[config.mk]
export PLATFORM = sky130hd
export DESIGN_NAME = timer_compare_overflow_regs
export DESIGN_NICKNAME = d
export VERILOG_FILES = /design/src/rtl/tco_pkg.sv /design/src/rtl/tco_core.sv /design/src/rtl/timer_compare_overflow_regs.sv
export SDC_FILE = /design/constraint.sdc
export NUM_CORES = 1
export LEC_CHECK = 0
export BUFFER_PORTS_ARGS = -buffer_cell sky130_fd_sc_hd__clkbuf_2
export CORE_MARGIN = 10
export CORE_UTILIZATION = 45
export DETAILED_ROUTE_END_ITERATION = 7
export GPL_TIMING_DRIVEN = 0
export PLACE_DENSITY = 0.65
export SLEW_MARGIN = 20
export SYNTH_ARGS = -nofsm -noshare
export SYNTH_HDL_FRONTEND = slang
export SYNTH_SLANG_ARGS = --single-unit
[constraint.sdc]
create_clock -name clk -period 3.22 [get_ports clk]
set_input_delay 0.483 -clock clk [delete_from_list [all_inputs] [get_ports clk]]
set_output_delay 0.483 -clock clk [all_outputs]
set_load 0.03 [all_outputs]
[src/rtl/tco_pkg.sv]
// ----------------------------------------------------------------------------
// tco_pkg: shared types and constants for the 8-bit compare/overflow timer
// Mode codes, register addresses, control bit positions and the result bundle.
// ----------------------------------------------------------------------------
package tco_pkg;

  localparam int unsigned MODE_W = 2;
  localparam int unsigned ADDR_W = 8;
  localparam int unsigned DATA_W = 8;

  // Item modes
  localparam logic [MODE_W-1:0] MODE_TICK  = 2'd0;
  localparam logic [MODE_W-1:0] MODE_READ  = 2'd1;
  localparam logic [MODE_W-1:0] MODE_WRITE = 2'd2;
  localparam logic [MODE_W-1:0] MODE_CLEAR = 2'd3;

  // Register map
  localparam logic [ADDR_W-1:0] ADDR_CONTROL = 8'h00;
  localparam logic [ADDR_W-1:0] ADDR_COUNT   = 8'h04;
  localparam logic [ADDR_W-1:0] ADDR_COMPARE = 8'h08;

  // Control register bits
  localparam int unsigned CTRL_COUNT_EN = 0;
  localparam int unsigned CTRL_CMP_IE   = 1;
  localparam int unsigned CTRL_OVF_IE   = 2;

  // One result transaction
  typedef struct packed {
    logic [DATA_W-1:0] read_data;
    logic              compare_irq;
    logic              overflow_irq;
  } tco_result_t;

endpackage

[src/rtl/tco_core.sv]
// ----------------------------------------------------------------------------
// tco_core: timer register file and per-item logic
// Holds count, control and compare; computes one result per item and
// updates the registers when the item advances.
// ----------------------------------------------------------------------------
module tco_core (
  input  logic                        clk,
  input  logic                        rst_n,
  input  logic                        fire,
  input  logic [tco_pkg::MODE_W-1:0]  mode,
  input  logic [tco_pkg::ADDR_W-1:0]  address,
  input  logic [tco_pkg::DATA_W-1:0]  write_data,
  output tco_pkg::tco_result_t        result
);
  import tco_pkg::*;

  logic [DATA_W-1:0] count_r,   count_nxt;
  logic [DATA_W-1:0] control_r, control_nxt;
  logic [DATA_W-1:0] compare_r, compare_nxt;
  logic [DATA_W-1:0] count_inc;

  assign count_inc = count_r + {{(DATA_W-1){1'b0}}, 1'b1};

  // Decode the item: next register values and the result
  always_comb begin
    count_nxt   = count_r;
    control_nxt = control_r;
    compare_nxt = compare_r;
    result      = '0;
    unique case (mode)
      MODE_TICK: begin
        if (control_r[CTRL_COUNT_EN]) begin
          count_nxt           = count_inc;
          result.compare_irq  = control_r[CTRL_CMP_IE] && (count_inc == compare_r);
          result.overflow_irq = control_r[CTRL_OVF_IE] && (count_inc == '0);
        end
      end
      MODE_READ: begin
        unique case (address)
          ADDR_CONTROL: result.read_data = control_r;
          ADDR_COUNT:   result.read_data = count_r;
          ADDR_COMPARE: result.read_data = compare_r;
          default:      result.read_data = '0;
        endcase
      end
      MODE_WRITE: begin
        unique case (address)
          ADDR_CONTROL: control_nxt = write_data;
          ADDR_COMPARE: compare_nxt = write_data;
          default:      ;
        endcase
      end
      default: begin
        count_nxt   = '0;
        control_nxt = '0;
        compare_nxt = '0;
      end
    endcase
  end

  // Commit register updates when the item advances
  always_ff @(posedge clk) begin
    if (!rst_n) begin
      count_r   <= '0;
      control_r <= '0;
      compare_r <= '0;
    end else if (fire) begin
      count_r   <= count_nxt;
      control_r <= control_nxt;
      compare_r <= compare_nxt;
    end
  end

  a_clear_zeroes: assert property (@(posedge clk) disable iff (!rst_n)
    fire && mode == MODE_CLEAR |=> count_r == '0 && control_r == '0 && compare_r == '0)
    else $error("clear did not zero the registers");

  a_frozen_count: assert property (@(posedge clk) disable iff (!rst_n)
    fire && mode != MODE_CLEAR && !control_r[CTRL_COUNT_EN] |=> $stable(count_r))
    else $error("count moved while counting disabled");

  a_read_only_data: assert property (@(posedge clk) disable iff (!rst_n)
    result.read_data != '0 |-> mode == MODE_READ)
    else $error("read data outside a read");

  a_irq_tick_only: assert property (@(posedge clk) disable iff (!rst_n)
    (result.compare_irq || result.overflow_irq) |-> mode == MODE_TICK)
    else $error("interrupt pulse outside a tick");

endmodule

[src/rtl/timer_compare_overflow_regs.sv]
// ----------------------------------------------------------------------------
// timer_compare_overflow_regs: 8-bit timer with compare and overflow pulses
// Input register, register-file logic, then a result register.
// ----------------------------------------------------------------------------
// An accepted item waits in the input register, then its result is captured in the result register.
// Throughput: one item per cycle; the result register stalls only on out_ready.
// Registers update as an item leaves the input register, in arrival order.
// Reset (rst_n low, synchronous) empties both stages and zeroes count, control and compare.
module timer_compare_overflow_regs (
  input  logic                        clk,
  input  logic                        rst_n,
  input  logic                        in_valid,
  output logic                        in_ready,
  input  logic [tco_pkg::MODE_W-1:0]  in_mode,
  input  logic [tco_pkg::ADDR_W-1:0]  in_address,
  input  logic [tco_pkg::DATA_W-1:0]  in_write_data,
  output logic                        out_valid,
  input  logic                        out_ready,
  output logic [tco_pkg::DATA_W-1:0]  out_read_data,
  output logic                        out_compare_irq,
  output logic                        out_overflow_irq
);
  import tco_pkg::*;

  logic              in_valid_r;
  logic [MODE_W-1:0] mode_r;
  logic [ADDR_W-1:0] address_r;
  logic [DATA_W-1:0] write_data_r;
  logic              out_valid_r;
  tco_result_t       result;
  tco_result_t       result_r;
  logic              out_free;
  logic              advance;

  // Handshake: stage 2 frees when empty or drained; stage 1 when empty or when it advances
  assign out_free = !out_valid_r || out_ready;
  assign advance  = in_valid_r && out_free;
  assign in_ready = !in_valid_r || advance;

  // Capture the incoming transaction
  always_ff @(posedge clk) begin
    if (!rst_n) begin
      in_valid_r <= 1'b0;
    end else if (in_ready) begin
      in_valid_r <= in_valid;
    end
  end

  always_ff @(posedge clk) begin
    if (in_valid && in_ready) begin
      mode_r       <= in_mode;
      address_r    <= in_address;
      write_data_r <= in_write_data;
    end
  end

  tco_core u_core (
    .clk        (clk),
    .rst_n      (rst_n),
    .fire       (advance),
    .mode       (mode_r),
    .address    (address_r),
    .write_data (write_data_r),
    .result     (result)
  );

  // Hold the result until taken
  always_ff @(posedge clk) begin
    if (!rst_n) begin
      out_valid_r <= 1'b0;
    end else if (out_free) begin
      out_valid_r <= advance;
    end
  end

  always_ff @(posedge clk) begin
    if (advance) begin
      result_r <= result;
    end
  end

  assign out_valid        = out_valid_r;
  assign out_read_data    = result_r.read_data;
  assign out_compare_irq  = result_r.compare_irq;
  assign out_overflow_irq = result_r.overflow_irq;

  a_hold_stage1: assert property (@(posedge clk) disable iff (!rst_n)
    in_valid_r && !out_free |=> in_valid_r && $stable(mode_r))
    else $error("input stage lost a stalled transaction");

  a_advance_fills: assert property (@(posedge clk) disable iff (!rst_n)
    advance |=> out_valid_r)
    else $error("advanced transaction missing from result stage");

  a_no_ready_when_full: assert property (@(posedge clk) disable iff (!rst_n)
    in_valid_r && out_valid_r && !out_ready |-> !in_ready)
    else $error("accepted while both stages stalled");

endmodule

Yosys cells after proc, flatten, opt, wreduce, memory -nomap -nowiden
Cells that the tools add are included.
{"block": "word_totals", "out_inout_bits": 12, "register_bits": 54}
{"block": "op_classes", "reduce_logical": 17, "bitwise": 2, "n_addsub": 1, "n_eq_ne": 8, "mux": 7}
{"operator": "8-bit one-hot mux with 2 select lines", "n": 3}
{"operator": "8-bit two-way mux", "n": 3}
{"operator": "8-bit one-hot mux with 3 select lines", "n": 1}
{"operator": "8-bit zero test", "n": 2}
{"operator": "3-bit AND reduction", "n": 3}
{"operator": "8-bit by 1-bit adder with 8-bit output (second input constant)", "n": 1}
{"operator": "8-bit by 3-bit == test with 1-bit output (second input constant)", "n": 1}
{"operator": "8-bit by 4-bit == test with 1-bit output (second input constant)", "n": 1}
{"operator": "8-bit == test", "n": 1}
{"operator": "1-bit logical AND", "n": 4}
{"operator": "2-bit by 1-bit inequality test with 1-bit output (second input constant)", "n": 2}
{"operator": "2-bit OR reduction", "n": 2}
{"operator": "2-bit by 1-bit == test with 1-bit output (second input constant)", "n": 1}
{"operator": "2-bit == test (second input constant)", "n": 1}
{"operator": "1-bit zero test", "n": 2}
{"operator": "2-bit zero test", "n": 1}
{"operator": "1-bit logical OR", "n": 2}
{"operator": "2-bit inequality test (second input constant)", "n": 1}
{"operator": "1-bit NOT", "n": 2}
{"operator": "2-bit AND reduction", "n": 1}

Depth between registers and ports, before layout
{"block": "logic_depth", "ltp_word": 5, "depth_mapped": 9, "ltp_nobuf": 7}

Cells and area by module
From an unflattened synthesis, not the netlist that was laid out.
{"block": "hier_totals", "hier_cells": 211, "area_unflattened_um2": 2477.4}
{"module": "tco_core", "n_inst": 1, "seq_area_each_um2": 480.5, "area_each_um2": 1532.7, "cells_each": 174}
{"module": "timer_compare_overflow_regs", "n_inst": 1, "seq_area_each_um2": 880.8, "area_each_um2": 944.7, "cells_each": 37}

Worst setup path after synthesis
Ideal clock, no wire load.
{"block": "synth_path", "path_type": "reg2reg", "from": "register u_core.count_r[0]", "to": "register result_r (netlist bit out_compare_irq), data pin", "stages_incl_launch_ff": 8, "period_less_slack_ps": 1960, "n_path_buf": 1, "t_arrival_ps": 1784, "required_ps": 3044, "slack_ps": 1260, "cell_sequence": "dfxtp_1 -> ha_1 -> buf_2 -> nand3_1 -> o21ai_0 -> nand4_1 -> or4_1 -> nor4_1"}
{"block": "synth_between", "elab_chain_cells": 3}
{"item": "from (decl)", "line_no": "tco_core.sv:17", "rtl": "logic [DATA_W-1:0] count_r, count_nxt;"}
{"item": "from (signal assigned)", "line_no": "tco_core.sv:68", "rtl": "count_r <= count_nxt;"}
{"item": "8-bit by 1-bit adder with 8-bit output", "line_no": "tco_core.sv:22", "rtl": "assign count_inc = count_r + {{(DATA_W-1){1'b0}}, 1'b1};"}
{"item": "8-bit == test", "line_no": "tco_core.sv:34", "rtl": "result.compare_irq = control_r[CTRL_CMP_IE] && (count_inc == compare_r);"}
{"item": "1-bit logical AND", "line_no": "tco_core.sv:34"}
{"item": "to (signal assigned)", "line_no": "timer_compare_overflow_regs.sv:78", "rtl": "result_r <= result;"}
{"item": "to (decl)", "line_no": "timer_compare_overflow_regs.sv:31", "rtl": "tco_result_t result_r;"}
Every way passes these cells.
A chain may end at the register's enable or synchronous reset.

Final worst setup path
Same ends and word-level chain as after synthesis.

==> flow_summary.toml <==
[critical_path]
worstPathRequired_ns = 3.35
critPathKind = "flip-flop to flip-flop"
worstPathArrival_ns = 2.44
crit_path_max_incr_delay_ns = 0.51
crit_path_cell_trace = "ha_1 > buf_2 > nand3_1 > o21ai_0 > nand4_1 > or4_1 > nor4_1"
endpoint_kind = "flip-flop"
critPathLaunchType = "flip-flop"
slowest_stage = "or4_1"
crit_path_max_fanout = 9

[yosys]
synth_edf_count = 28
synth_cell_type_count = 44
synthesis.area_um2 = 2470
ys_seq_area_share_pct = 55.0
ys_ff_latch = 54
synth_ff_type = "edfxtp_1"
avgSynthCellArea_um2 = 11.0
yosys_warnings = 0
synthCells = 225
syn-num-nets = 251
async_flop_share_pct = 0

[cells_and_area]
final_cell_mix = "clkbuf_2 (33), edfxtp_1 (28), dfxtp_1 (26)"
final_common_cell = "clkbuf_2"
area_delta_synth_final_pct = 14.9
nNetsFinal = 291
diodes = 0
drive_above_1_share_pct = 19.9

[timing]
hold_slack_ns = 0.341
post-route-period-util_pct = 71.6
rsz0062_at_grt = "false"
fin_tns_setup_ns = 0
tightestPinTransition_ns = 0.767
skew_ns = 0.00860
setup_ws_ns = 0.914
fmax_ghz = 0.434
slew_headroom_pct = 48.9
drv_slew = 0
setup_violations = 0
hold_viol = 0
period_needed_ns = 2.31

[cts]
ctsLongestPathBuffers = 2
clkSinkCount = 54
cts_max_level = 2
cts_tree = "built"
root_buffer = "clkbuf_8"
cts_made_buffers = 5
cts-resized-gates = 0
cts_setup_buffers = 0
cts_hold_buf = 0
clk_pin_slew_ns = 0.10
insertion_delay_ns = 0.31

[power]
ir_worst_vdd_mv = 0.299
power.density_nw_per_um2 = 459
p_leak_uw = 0.00108

[grt]
grt_start_max_net_pins = 19
grt_usage_pct = 12.1
gr-total-overflow = 0
grt_use_met2_pct = 18.5
grt_pass1_vias = 1736
grt_antenna_before_repair = 0
busiest_layer = "met2"
use_met1_pct = 16.0
grtUsageMet3_pct = 3.60
grt_pass1_wl_mm = 8.56

[job]
maxCapViolCount = 0

[floorplanning]
dieArea_um2 = 8860
die_h_um = 94.1
io_pins = 34
std_cell_rows = 26
coreArea_um2 = 5200
initial_core_util_pct = 47.5
die_w_um = 94.1

[drt]
antenna_left = 0
drt-initial-drc-count = 99
wire_per_inst_um = 15.5
wl_mm = 5.22
avgViaCountPerCell = 5.44
drc = 0
vias = 1829
dr.pass1.iters = 4

[run_status]
status = "completed"

[place]
place_ws_ns = 0.961
finalWeightedCongestion = 0.796
dp_hpwl_mm = 3.81
io_buffers = 33

[min_path]
hp-class = "input port to flip-flop"
[flip-flops by register name (all words and copies together) (netlist names)]
signal,flops
out_valid,1
u_core.compare_r,8
u_core.control_r,8
write_data_r,8
mode_r,2
out_compare_irq,1
out_overflow_irq,1
u_core.count_r,8
out_read_data,8
address_r,8
in_valid_r,1
[metrics by stage]
stage | area, µm² | total power [µW] | util [%] | std cells
after floorplan | 2470 | 817 | - | 225
after global placement | 2730 | 847 | 52.4 | 328
after detailed placement | 2730 | 849 | 52.4 | 328
after CTS | 2840 | 1320 | 54.6 | 336
after global routing | 2840 | 1360 | 54.6 | 336
final | 2840 | 1300 | 54.6 | 336
[cell usage after synthesis (3+ instances only)]
cell type | n | share of area (%)
dfxtp_1 | 26 | 21
a21o_1 | 3 | 0.91
nor3_1 | 4 | 0.81
buf_2 | 4 | 0.81
xor2_1 | 4 | 1.4
a22o_1 | 16 | 5.7
and2_1 | 8 | 2.0
inv_1 | 4 | 0.61
clkbuf_1 | 6 | 0.91
nor2b_1 | 10 | 2.5
o21ai_0 | 9 | 1.8
nand2_1 | 7 | 1.1
xnor2_1 | 5 | 1.8
edfxtp_1 | 28 | 34
o21a_1 | 3 | 0.91
ha_1 | 4 | 2.0
nand2b_1 | 3 | 0.76
nand3_1 | 9 | 1.8
mux2i_1 | 9 | 3.6
a21oi_1 | 14 | 2.8
nor2_1 | 19 | 2.9
[critical path, delay by kind of cell (launching register included)]
family,cells,cell delay (ns)
adders and majority gates,1,0.19
AOI/OAI and AO/OA,1,0.19
and+or+nand+nor,4,1.09
buffers and inverters,1,0.19
DFF,1,0.48
[power by group]
group	switching, µW	total [µW]	internal, µW
Clock	235	472	238
Sequential	8.32	753	745
Combinational	52.3	79.5	27.2
Total	295	1300	1010
[cell families after synthesis]
kind of cell	synth area share, %
buffers and inverters	3.09
AO/OA/AOI/OAI	15.3
adder cells (fa/ha/maj)	2.02
flip-flops	55.0
AND/OR/NAND/NOR	17.7
multiplexers	3.64
XOR/XNOR	3.19
[metal layers]
metal,share of wire [%],vias up
met5,0,-
met4,0.75,0
met3,6.5,4
met2,47,49
met1,46,865
li1,-,911
[final cells by class]
| class | count | area, µm² |
|---|---|---|
| clock inverter | 3 | 47.5 |
| sequential | 54 | 1360 |
| timing repair buffer | 33 | 165 |
| fill | 491 | 2360 |
| buffer | 12 | 61.3 |
| multi-input combinational | 155 | 1040 |
| clock buffer | 5 | 68.8 |
| tap | 70 | 87.6 |
| inverter | 4 | 15.0 |
[path summary, 6_finish.rpt]
check	startpoint	to	slack [ns]	cells past startpoint
hold reg to reg	u_core.control_r[4]$_SDFFE_PN0P_	u_core.control_r[4]$_SDFFE_PN0P_	0.49	1
setup reg to reg	u_core.count_r[0]$_SDFFE_PN0P_	out_compare_irq$_SDFFCE_PN0P_	0.91	7
setup / recovery	u_core.count_r[0]$_SDFFE_PN0P_	out_compare_irq$_SDFFCE_PN0P_	0.91	7
hold / removal	in_address[5]	address_r[5]$_DFFE_PP_	0.34	1
Note: power is estimated with default switching activity, not from simulation.
